$ cat src/sv/prm_pkg.sv
// ----------------------------------------------------------------------------
// prm_pkg
// types, constants and helpers shared by the rate monitor files
// ----------------------------------------------------------------------------
package prm_pkg;

  // field widths
  localparam int RATE_W     = 32;
  localparam int LOSS_W     = 64;
  localparam int DECAY_W    = 24;
  localparam int GAIN_W     = 32;
  localparam int COUNT_W    = 13;
  localparam int IDX_W      = 32;
  localparam int CFG_IDX_W  = 3;
  localparam int CFG_DATA_W = 32;
  localparam int DEN_W      = RATE_W + 1;
  localparam int PROD_W     = 2 * RATE_W;

  // fixed point shifts
  localparam int DECAY_SHIFT = 24;
  localparam int GAIN_SHIFT  = 8;

  // serial divider: quotient bits per cycle and iteration count
  localparam int DIV_BITS   = 2;
  localparam int DIV_ITERS  = LOSS_W / DIV_BITS;
  localparam int DIV_CNT_W  = $clog2(DIV_ITERS);

  // register indexes
  typedef enum logic [CFG_IDX_W-1:0] {
    REG_MIN_RATE     = 3'd0,
    REG_MAX_RATE     = 3'd1,
    REG_TARGET_RATE  = 3'd2,
    REG_DECAY_FACTOR = 3'd3,
    REG_SPIKE_GAIN   = 3'd4,
    REG_LOSS_OFFSET  = 3'd5
  } prm_reg_t;

  // input commands
  localparam logic CMD_TICK    = 1'b0;
  localparam logic CMD_RESTART = 1'b1;

  // register reset values
  localparam logic [RATE_W-1:0]  MIN_RATE_RST     = 32'd0;
  localparam logic [RATE_W-1:0]  MAX_RATE_RST     = 32'd6553600;
  localparam logic [RATE_W-1:0]  TARGET_RATE_RST  = 32'd327680;
  localparam logic [DECAY_W-1:0] DECAY_FACTOR_RST = 24'd16775537;
  localparam logic [GAIN_W-1:0]  SPIKE_GAIN_RST   = 32'd16777;
  localparam logic [RATE_W-1:0]  LOSS_OFFSET_RST  = 32'd131072;

  // rate after reset: midpoint of the reset bounds
  localparam logic [DEN_W-1:0]   BOUND_SUM_RST =
    {1'b0, MIN_RATE_RST} + {1'b0, MAX_RATE_RST};
  localparam logic [RATE_W-1:0]  RATE_RST = BOUND_SUM_RST[DEN_W-1:1];

  // sequencer states
  typedef enum logic [3:0] {
    S_IDLE,
    S_DECAY,
    S_INC,
    S_SUM,
    S_CHECK,
    S_SQUARE,
    S_DIV_GO,
    S_DIV_WAIT,
    S_ACC,
    S_DONE
  } prm_state_t;

  // divider request and response
  typedef struct packed {
    logic               start;
    logic [LOSS_W-1:0]  dividend;
    logic [DEN_W-1:0]   divisor;
  } prm_div_req_t;

  typedef struct packed {
    logic               done;
    logic [LOSS_W-1:0]  quotient;
  } prm_div_rsp_t;

  // one restoring division step: returns {new remainder, quotient bit}
  function automatic logic [DEN_W:0] prm_div_step(
    input logic [DEN_W-1:0] rem,
    input logic             din,
    input logic [DEN_W-1:0] den
  );
    logic [DEN_W:0] trial;
    logic [DEN_W:0] diff;
    trial = {rem, din};
    diff  = trial - {1'b0, den};
    if (trial >= {1'b0, den}) begin
      return {diff[DEN_W-1:0], 1'b1};
    end else begin
      return {trial[DEN_W-1:0], 1'b0};
    end
  endfunction

endpackage

$ cat src/sv/prm_item_if.sv
// ----------------------------------------------------------------------------
// prm_item_if
// input channel of the rate monitor: one tick or restart per transaction
// ----------------------------------------------------------------------------
interface prm_item_if;
  logic                              valid;
  logic                              ready;
  logic                              cmd;
  logic [prm_pkg::COUNT_W-1:0]       spike_count;
  logic                              score_enable;

  modport source (output valid, cmd, spike_count, score_enable, input ready);
  modport sink   (input valid, cmd, spike_count, score_enable, output ready);
endinterface

$ cat src/sv/prm_result_if.sv
// ----------------------------------------------------------------------------
// prm_result_if
// output channel of the rate monitor: one status record per transaction
// ----------------------------------------------------------------------------
interface prm_result_if;
  logic                              valid;
  logic                              ready;
  logic [prm_pkg::RATE_W-1:0]        rate;
  logic                              in_range;
  logic [prm_pkg::LOSS_W-1:0]        loss_total;
  logic [prm_pkg::IDX_W-1:0]         tick_index;

  modport source (output valid, rate, in_range, loss_total, tick_index, input ready);
  modport sink   (input valid, rate, in_range, loss_total, tick_index, output ready);
endinterface

$ cat src/sv/prm_divider.sv
// ----------------------------------------------------------------------------
// prm_divider
// serial restoring divider, 64-bit dividend by 33-bit divisor, two bits a cycle
// ----------------------------------------------------------------------------
module prm_divider (
  input  logic                  clk,
  input  logic                  rst,
  input  prm_pkg::prm_div_req_t req,
  output prm_pkg::prm_div_rsp_t rsp
);

  logic                            busy;
  logic                            done;
  logic [prm_pkg::DIV_CNT_W-1:0]   cnt;
  logic [prm_pkg::DEN_W-1:0]       rem;
  logic [prm_pkg::LOSS_W-1:0]      work;
  logic [prm_pkg::DEN_W-1:0]       den;
  logic [prm_pkg::DEN_W-1:0]       rem_next;
  logic [prm_pkg::LOSS_W-1:0]      work_next;

  // two restoring steps; dividend bits leave at the top, quotient bits enter below
  always_comb begin
    logic [prm_pkg::DEN_W:0] s;
    rem_next  = rem;
    work_next = work;
    for (int i = 0; i < prm_pkg::DIV_BITS; i++) begin
      s         = prm_pkg::prm_div_step(rem_next, work_next[prm_pkg::LOSS_W-1], den);
      rem_next  = s[prm_pkg::DEN_W:1];
      work_next = {work_next[prm_pkg::LOSS_W-2:0], s[0]};
    end
  end

  // iteration control
  always_ff @(posedge clk) begin
    if (rst) begin
      busy <= 1'b0;
      done <= 1'b0;
      cnt  <= '0;
    end else begin
      done <= 1'b0;
      if (req.start) begin
        busy <= 1'b1;
        cnt  <= '0;
      end else if (busy) begin
        cnt <= cnt + 1'b1;
        if (cnt == prm_pkg::DIV_CNT_W'(prm_pkg::DIV_ITERS - 1)) begin
          busy <= 1'b0;
          done <= 1'b1;
        end
      end
    end
  end

  // operand and partial result registers
  always_ff @(posedge clk) begin
    if (req.start) begin
      rem  <= '0;
      work <= req.dividend;
      den  <= req.divisor;
    end else if (busy) begin
      rem  <= rem_next;
      work <= work_next;
    end
  end

  assign rsp.done     = done;
  assign rsp.quotient = work;

endmodule

$ cat src/sv/population_rate_monitor_with_loss_core.sv
// ----------------------------------------------------------------------------
// population_rate_monitor_with_loss_core
// leaky integrator population rate monitor with range flag and loss score
// ----------------------------------------------------------------------------
// One transaction at a time: a tick runs the decay, increment, sum and check
// states to a loaded result when no loss is scored, and the square, divider
// start, divider wait and accumulate states too when the loss term is added,
// the serial divider giving 2 quotient bits per cycle; a restart goes to check.
// All multiplies share one 32x32 multiplier with a registered product. The
// result sits in an output register, so the next transaction is taken while a
// result still waits. Register writes belong in idle time and apply from the
// next transaction; the rate moves to a new bound midpoint only on a restart.
module population_rate_monitor_with_loss_core (
  input  logic                            clk,
  input  logic                            rst,
  input  logic                            cfg_we,
  input  logic [prm_pkg::CFG_IDX_W-1:0]   cfg_index,
  input  logic [prm_pkg::CFG_DATA_W-1:0]  cfg_wdata,
  prm_item_if.sink                        item,
  prm_result_if.source                    result
);

  // configuration registers
  logic [prm_pkg::RATE_W-1:0]   min_rate;
  logic [prm_pkg::RATE_W-1:0]   max_rate;
  logic [prm_pkg::RATE_W-1:0]   target_rate;
  logic [prm_pkg::DECAY_W-1:0]  decay_factor;
  logic [prm_pkg::GAIN_W-1:0]   spike_gain;
  logic [prm_pkg::RATE_W-1:0]   loss_offset;

  // architectural state
  logic [prm_pkg::RATE_W-1:0]   rate;
  logic [prm_pkg::LOSS_W-1:0]   loss;
  logic [prm_pkg::IDX_W-1:0]    tick_counter;

  // per transaction registers
  prm_pkg::prm_state_t          state;
  prm_pkg::prm_state_t          state_next;
  logic                         cmd;
  logic [prm_pkg::COUNT_W-1:0]  spike_count;
  logic                         score_enable;
  logic [prm_pkg::IDX_W-1:0]    tick_index;
  logic                         in_range;
  logic [prm_pkg::RATE_W-1:0]   decayed;
  logic [prm_pkg::RATE_W-1:0]   diff;
  logic [prm_pkg::DEN_W-1:0]    den;
  logic [prm_pkg::PROD_W-1:0]   prod;

  // output register
  logic                         out_valid;
  logic [prm_pkg::RATE_W-1:0]   out_rate;
  logic                         out_in_range;
  logic [prm_pkg::LOSS_W-1:0]   out_loss;
  logic [prm_pkg::IDX_W-1:0]    out_tick_index;

  // sequencer outputs
  logic                         accept;
  logic                         out_free;
  logic                         out_load;
  logic                         prod_load;
  logic [prm_pkg::RATE_W-1:0]   mul_a;
  logic [prm_pkg::RATE_W-1:0]   mul_b;
  prm_pkg::prm_div_req_t        div_req;
  prm_pkg::prm_div_rsp_t        div_rsp;

  // datapath helpers
  logic [prm_pkg::DEN_W-1:0]    bound_sum;
  logic [prm_pkg::RATE_W+5:0]   rate_sum;
  logic [prm_pkg::LOSS_W:0]     loss_sum;
  logic [prm_pkg::LOSS_W-1:0]   loss_term;

  // range test on the current rate
  function automatic logic in_range_now();
    return (rate > min_rate) && (rate < max_rate);
  endfunction

  assign accept   = item.valid && item.ready;
  assign out_free = !out_valid || result.ready;

  // configuration writes; indexes past the list are dropped
  always_ff @(posedge clk) begin
    if (rst) begin
      min_rate     <= prm_pkg::MIN_RATE_RST;
      max_rate     <= prm_pkg::MAX_RATE_RST;
      target_rate  <= prm_pkg::TARGET_RATE_RST;
      decay_factor <= prm_pkg::DECAY_FACTOR_RST;
      spike_gain   <= prm_pkg::SPIKE_GAIN_RST;
      loss_offset  <= prm_pkg::LOSS_OFFSET_RST;
    end else if (cfg_we) begin
      case (cfg_index)
        prm_pkg::REG_MIN_RATE:     min_rate     <= cfg_wdata;
        prm_pkg::REG_MAX_RATE:     max_rate     <= cfg_wdata;
        prm_pkg::REG_TARGET_RATE:  target_rate  <= cfg_wdata;
        prm_pkg::REG_DECAY_FACTOR: decay_factor <= cfg_wdata[prm_pkg::DECAY_W-1:0];
        prm_pkg::REG_SPIKE_GAIN:   spike_gain   <= cfg_wdata;
        prm_pkg::REG_LOSS_OFFSET:  loss_offset  <= cfg_wdata;
        default: ;
      endcase
    end
  end

  // next state
  always_comb begin
    state_next = state;
    case (state)
      prm_pkg::S_IDLE: begin
        if (accept) begin
          state_next = (item.cmd == prm_pkg::CMD_RESTART) ? prm_pkg::S_CHECK
                                                          : prm_pkg::S_DECAY;
        end
      end
      prm_pkg::S_DECAY:  state_next = prm_pkg::S_INC;
      prm_pkg::S_INC:    state_next = prm_pkg::S_SUM;
      prm_pkg::S_SUM:    state_next = prm_pkg::S_CHECK;
      prm_pkg::S_CHECK: begin
        if (cmd == prm_pkg::CMD_TICK && score_enable && in_range_now()) begin
          state_next = prm_pkg::S_SQUARE;
        end else begin
          state_next = prm_pkg::S_DONE;
        end
      end
      prm_pkg::S_SQUARE: state_next = prm_pkg::S_DIV_GO;
      prm_pkg::S_DIV_GO: state_next = prm_pkg::S_DIV_WAIT;
      prm_pkg::S_DIV_WAIT: begin
        if (div_rsp.done) begin
          state_next = prm_pkg::S_ACC;
        end
      end
      prm_pkg::S_ACC:    state_next = prm_pkg::S_DONE;
      prm_pkg::S_DONE: begin
        if (out_free) begin
          state_next = prm_pkg::S_IDLE;
        end
      end
      default:           state_next = prm_pkg::S_IDLE;
    endcase
  end

  // sequencer outputs: multiplier operands, divider request, handshakes
  always_comb begin
    item.ready       = 1'b0;
    prod_load        = 1'b0;
    out_load         = 1'b0;
    mul_a            = rate;
    mul_b            = {{(prm_pkg::RATE_W-prm_pkg::DECAY_W){1'b0}}, decay_factor};
    div_req.start    = 1'b0;
    div_req.dividend = prod;
    div_req.divisor  = den;
    case (state)
      prm_pkg::S_IDLE:   item.ready = !rst;
      prm_pkg::S_DECAY:  prod_load  = 1'b1;
      prm_pkg::S_INC: begin
        prod_load = 1'b1;
        mul_a     = {{(prm_pkg::RATE_W-prm_pkg::COUNT_W){1'b0}}, spike_count};
        mul_b     = spike_gain;
      end
      prm_pkg::S_SQUARE: begin
        prod_load = 1'b1;
        mul_a     = diff;
        mul_b     = diff;
      end
      prm_pkg::S_DIV_GO: div_req.start = 1'b1;
      prm_pkg::S_DONE:   out_load = out_free;
      default: ;
    endcase
  end

  // serial divider for the loss term
  prm_divider u_div (
    .clk (clk),
    .rst (rst),
    .req (div_req),
    .rsp (div_rsp)
  );

  // datapath arithmetic
  assign bound_sum = {1'b0, min_rate} + {1'b0, max_rate};
  assign rate_sum  = {6'd0, decayed}
                   + {1'b0, prod[prm_pkg::GAIN_SHIFT+prm_pkg::RATE_W+4:prm_pkg::GAIN_SHIFT]};
  assign loss_term = (den == '0) ? '0 : div_rsp.quotient;
  assign loss_sum  = {1'b0, loss} + {1'b0, loss_term};

  // sequencer state, architectural state and output valid
  always_ff @(posedge clk) begin
    if (rst) begin
      state        <= prm_pkg::S_IDLE;
      rate         <= prm_pkg::RATE_RST;
      loss         <= '0;
      tick_counter <= '0;
      out_valid    <= 1'b0;
    end else begin
      state <= state_next;
      if (accept) begin
        if (item.cmd == prm_pkg::CMD_RESTART) begin
          rate <= bound_sum[prm_pkg::DEN_W-1:1];
        end else begin
          tick_counter <= tick_counter + 1'b1;
        end
      end
      if (state == prm_pkg::S_SUM) begin
        rate <= (rate_sum[prm_pkg::RATE_W+5:prm_pkg::RATE_W] != '0) ? '1
                                                                   : rate_sum[prm_pkg::RATE_W-1:0];
      end
      if (state == prm_pkg::S_ACC) begin
        loss <= loss_sum[prm_pkg::LOSS_W] ? '1 : loss_sum[prm_pkg::LOSS_W-1:0];
      end
      if (out_load) begin
        out_valid <= 1'b1;
      end else if (result.ready) begin
        out_valid <= 1'b0;
      end
    end
  end

  // per transaction payload registers
  always_ff @(posedge clk) begin
    if (accept) begin
      cmd          <= item.cmd;
      spike_count  <= item.spike_count;
      score_enable <= item.score_enable;
      tick_index   <= tick_counter;
    end
    if (prod_load) begin
      prod <= mul_a * mul_b;
    end
    if (state == prm_pkg::S_INC) begin
      decayed <= prod[prm_pkg::DECAY_SHIFT+prm_pkg::RATE_W-1:prm_pkg::DECAY_SHIFT];
    end
    if (state == prm_pkg::S_CHECK) begin
      in_range <= in_range_now();
      diff     <= (rate >= target_rate) ? (rate - target_rate) : (target_rate - rate);
      den      <= {1'b0, rate} + {1'b0, loss_offset};
    end
    if (out_load) begin
      out_rate       <= rate;
      out_in_range   <= in_range;
      out_loss       <= loss;
      out_tick_index <= tick_index;
    end
  end

  assign result.valid      = out_valid;
  assign result.rate       = out_rate;
  assign result.in_range   = out_in_range;
  assign result.loss_total = out_loss;
  assign result.tick_index = out_tick_index;

endmodule

$ cat src/flat_wrapper.sv
// flat-port wrapper written by rule: the top's interface ports become plain ports
module population_rate_monitor_with_loss_core_flat 
  (clk, rst, cfg_we, cfg_index, cfg_wdata, item_valid, item_cmd, item_spike_count, item_score_enable, item_ready, result_valid, result_rate, result_in_range, result_loss_total, result_tick_index, result_ready);
  prm_item_if item_i ();
  prm_result_if result_i ();
  input  logic clk;
  input  logic rst;
  input  logic cfg_we;
  input  logic [prm_pkg::CFG_IDX_W-1:0] cfg_index;
  input  logic [prm_pkg::CFG_DATA_W-1:0] cfg_wdata;
  input wire logic [$bits(item_i.valid)-1:0] item_valid;
  input wire logic [$bits(item_i.cmd)-1:0] item_cmd;
  input wire logic [$bits(item_i.spike_count)-1:0] item_spike_count;
  input wire logic [$bits(item_i.score_enable)-1:0] item_score_enable;
  output wire logic [$bits(item_i.ready)-1:0] item_ready;
  output wire logic [$bits(result_i.valid)-1:0] result_valid;
  output wire logic [$bits(result_i.rate)-1:0] result_rate;
  output wire logic [$bits(result_i.in_range)-1:0] result_in_range;
  output wire logic [$bits(result_i.loss_total)-1:0] result_loss_total;
  output wire logic [$bits(result_i.tick_index)-1:0] result_tick_index;
  input wire logic [$bits(result_i.ready)-1:0] result_ready;
  assign item_i.valid = item_valid;
  assign item_i.cmd = item_cmd;
  assign item_i.spike_count = item_spike_count;
  assign item_i.score_enable = item_score_enable;
  assign item_ready = item_i.ready;
  assign result_valid = result_i.valid;
  assign result_rate = result_i.rate;
  assign result_in_range = result_i.in_range;
  assign result_loss_total = result_i.loss_total;
  assign result_tick_index = result_i.tick_index;
  assign result_i.ready = result_ready;
  population_rate_monitor_with_loss_core u_core (.clk(clk), .rst(rst), .cfg_we(cfg_we), .cfg_index(cfg_index), .cfg_wdata(cfg_wdata), .item(item_i), .result(result_i));
endmodule
$ cat config.mk
export PLATFORM = sky130hd
export DESIGN_NAME = population_rate_monitor_with_loss_core_flat
export DESIGN_NICKNAME = d
export VERILOG_FILES = /design/src/sv/prm_pkg.sv /design/src/sv/prm_item_if.sv /design/src/sv/prm_result_if.sv /design/src/sv/prm_divider.sv /design/src/sv/population_rate_monitor_with_loss_core.sv /design/src/flat_wrapper.sv
export SDC_FILE = /design/constraint.sdc
export NUM_CORES = 2
export LEC_CHECK = 0
export BUFFER_PORTS_ARGS = -buffer_cell sky130_fd_sc_hd__buf_2
export CELL_PAD_IN_SITES_DETAIL_PLACEMENT = 2
export CELL_PAD_IN_SITES_GLOBAL_PLACEMENT = 2
export CORE_MARGIN = 2
export CORE_UTILIZATION = 45
export DETAILED_ROUTE_END_ITERATION = 10
export PLACE_DENSITY_LB_ADDON = 0.08
export SLEW_MARGIN = 10
export SYNTH_ARGS = -nofsm -noshare
export SYNTH_HDL_FRONTEND = slang
export SYNTH_HIERARCHICAL = 1
export SYNTH_SLANG_ARGS = --single-unit
$ cat constraint.sdc
create_clock -name clk -period 23.4 [get_ports clk]
set_input_delay 0 -clock clk [delete_from_list [all_inputs] [get_ports clk]]
set_output_delay 0 -clock clk [all_outputs]
set_load 0.02 [all_outputs]
==> summary.md <==
| Metric | Value |
|---|---|
| Antenna Violating Nets Remaining | `0` |
| Root buf cell | `clkbuf_16` |
| Synth Instances | `8601` |
| Most numerous cell on the critical path | `fa_1` |
| Fin. Hold Viols | `0` |
| Post-synth EDFFs | `435` |
| Hold path depth | `2` |
| CTS HTree Levels | `3` |
| GRT Total Usage | `0.404` |
| Total CTS buffers | `97` |
| DRT Pass-1 Iters | `5` |
| GR Util met3 | `0.105` |
| Register area share after synthesis | `0.259` |
| Warnings from Yosys | `6` |
| Worst Tran Pin Value | `1260 ps` |
| Setup TNS | `0 ps` |
| Num ports | `186` |
| CTS tree | `done` |
| Count of cell types in the netlist | `103` |
| Final WS setup | `11620 ps` |
| Clock latency on the worst-skew pair | `780 ps` |
| Nets | `10300` |
| TritonCTS sink count | `792` |
| Reg clk slew, reported paths | `60 ps` |
| Critical setup path kind | `reg -> reg` |
| Final Instance Count excl. Fillers | `11100` |
| Critical path depth | `29` |
| Hold path endpoint | `u_core/score_enable` |
| Dpl cells | `10800` |
| Crit path launch type | `flip-flop` |
| Crit path max-delay family | `adder cells` |
| Synth Area in Adders | `0.330` |
| WL/cell | `32.3 um` |
| Mapped cell area | `0.0782 mm2` |
| Min-delay worst type | `in -> reg` |
| Status | `completed` |
| Layout Skew | `80.2 ps` |
| Setup repair bufs after CTS | `0` |
| Syn_nets | `10200` |
| Slowest-stage cell, CP | `a221o_1` |
| Main combinational cell family by area after synthesis | `adder cells` |
| Main synth FF type | `edfxtp_1` |
| Final Cycle Share | `0.504` |
| Final setup fails | `0` |
| Initial antenna violation count | `30` |
| Hold_sp | `item_score_enable` |
| Post-layout min period | `11780 ps` |
| FFs w/ async S/R, synth | `0` |
| XOR/XNOR Fraction of Synth Area | `0.0352` |
| Initial core utilization | `0.454` |
| Cell row count | `152` |
| CP Max Fanout | `58` |
| Vias in the first global route | `77200` |
| Worst reg2reg path startpoint | `u_core/state[3]` |
| Slowest cell delay on critical path | `930 ps` |
| Synthesized flop and latch total | `792` |
| Die ar. | `0.177 mm2` |
| FF-to-FF End | `u_core/prod[60]` |
| Area grow syn2layout | `9.91%` |
| Reg2reg path depth | `29` |
| Total gr overflow | `0` |
| Slew Viols, Final | `0` |
| Die width | `421 um` |
| Max clock buf depth | `3` |
| Initial drt markers | `5577` |
| Final core occ | `0.499` |
| Port Buffers | `185` |
| Setup WS pre-CTS | `11960 ps` |
| M1 GR Usage | `0.472` |
| Share of post-route cells with drive strength above 1 | `0.0791` |
| Mux cell area share after synthesis | `0.0136` |
| Critical path data required time | `23880 ps` |
| Worst rel slew slack | `0.158` |
| First-pass GRT wire length | `523 mm` |
| Die height | `421 um` |
| CP Capture Type | `flip-flop` |
| Upper clock frequency limit | `0.0849 GHz` |
| Max-cap viol count | `0` |
| DRC | `0` |
| R2r setup slk | `11620 ps` |
| Compound-Gate Fraction of Synth Area | `0.142` |
| Largest net degree at the start of global routing | `77` |
| CP Data Arrival Time | `12260 ps` |
| GRT met2 Usage | `0.664` |
| # resized after CTS | `0` |
| DP HPWL | `268 mm` |
| Avg Inst Size Synth | `9.09 um2` |
| GPL Wtd Cong | `1.01` |
| Most Crowded Layer GR | `met2` |
| Post-Synth Simple-Gate Area | `0.144` |
| CP Buf/Inv Count | `7` |
| Unrepaired setup endpoints after global routing | `no` |
| Wirelength, routed | `358 mm` |
| Routed vias | `68700` |
| Routed vias/inst | `6.19` |
| Core Region | `0.172 mm2` |
[cell families (layout without fill, tap and decap cells)]
family / Yosys count / in the layout
buffers and inverters: 1541 / 1709
flip-flops: 792 / 792
AO/OA/AOI/OAI: 1739 / 1739
multiplexers: 98 / 98
other: 0 / 16
adder cells (fa/ha/maj): 1521 / 1521
AND/OR/NAND/NOR: 2596 / 2596
XOR/XNOR: 314 / 314
[cell usage after synthesis, drive strengths merged, types with 13 or more instances]
cell type	count	area share
inv	1120	0.054
nand2	1082	0.052
fa	904	0.23
nor2	872	0.042
a21oi	693	0.045
ha	617	0.099
edfxtp	435	0.17
clkbuf	360	0.017
dfxtp	357	0.091
o21ai	290	0.019
a21o	201	0.019
xnor2	175	0.020
xor2	139	0.016
nor2b	121	0.0097
nand3	100	0.0064
a211oi	93	0.0092
nand4	78	0.0062
mux2	68	0.0098
and2	67	0.0054
nand2b	63	0.0050
buf	61	0.0045
a221oi	56	0.0078
o21bai	54	0.0052
and3	52	0.0042
a31oi	49	0.0040
o211ai	49	0.0048
nor3	48	0.0031
o21a	42	0.0040
a221o	40	0.0051
or3	33	0.0026
mux2i	30	0.0038
a21boi	26	0.0025
nor4	25	0.0020
or2	18	0.0014
o221ai	16	0.0018
o31ai	14	0.0016
and4	13	0.0015
[cells in the final DEF (no fill, tap or decap), types with 39 or more instances in the layout]
master	instances
buf_4	148
xor2_1	139
a221o_1	39
dlygate4sd3_1	73
nand2_1	1081
nand2b_1	63
inv_1	1119
dfxtp_1	356
a31oi_1	48
o21bai_1	53
o21ai_0	256
fa_1	904
mux2_2	68
o211ai_1	48
clkbuf_16	98
a211oi_1	90
and2_1	60
nor3_1	43
nand3_1	100
nor2_1	865
and3_1	49
ha_1	617
nor2b_1	121
a21o_1	201
o21a_1	42
nand4_1	78
edfxtp_1	435
a21oi_1	677
buf_2	184
xnor2_1	175
[layer usage]
metal	routed length [um]	vias up
met1	135000	35700
met2	167000	3070
met5	154	-
li1	-	28700
met3	30200	1183
met4	25700	22
[registers in the layout, indices dropped and copies added, names as in the netlist, 4 cells and up]
register / cells
u_core/loss: 64
u_core/prod: 64
u_core/result.loss_total: 64
u_core/u_div/work: 64
u_core/den: 33
u_core/u_div/den: 33
u_core/u_div/rem: 33
u_core/decayed: 32
u_core/diff: 32
u_core/loss_offset: 32
u_core/max_rate: 32
u_core/min_rate: 32
u_core/rate: 32
u_core/result.rate: 32
u_core/result.tick_index: 32
u_core/spike_gain: 32
u_core/target_rate: 32
u_core/tick_counter: 32
u_core/tick_index: 32
u_core/decay_factor: 24
u_core/spike_count: 13
u_core/u_div/cnt: 5
u_core/state: 4
[through the flow]
stage	hold slack (ps)	cell area (um2)
finish	45.0	85900
global route	46.4	85900
CTS	4.67	85900
detailed placement	179	81800
global placement	179	81800
floorplan	72.4	78200
[area by class of cell]
type                            count  area (um2)
Fill cell                       18200       86200
Multi-Input combinational cell   6268       52500
Sequential cell                   792       20200
Inverter                         1120        4210
Tap cell                         2310        2890
Timing Repair Buffer              406        2780
Clock buffer                      122        2590
Clock inverter                     61         713
Antenna cell                       16        40.0
[how the worst max path moves through the flow]
stage,startpoint,endpoint,slack [ps]
after detailed placement,u_core/state[3],u_core/prod[60],11960
after global placement,u_core/state[0],u_core/prod[60],12460
after global routing,u_core/state[3],u_core/prod[60],11410
after floorplan,u_core/state[2],u_core/prod[60],13830
final,u_core/state[3],u_core/prod[60],11620
after CTS,u_core/state[3],u_core/prod[60],11880
[what timing repair did]
| item | CTS | global route |
|---|---|---|
| hold buffers | 73 | 0 |
| endpoints found under the hold margin | 226 | 0 |
| setup endpoints to repair | 0 | 0 |
Power is left out: the tool's default activity adds up to more than one toggle a clock period on the data nets, which glitch-free logic cannot reach.
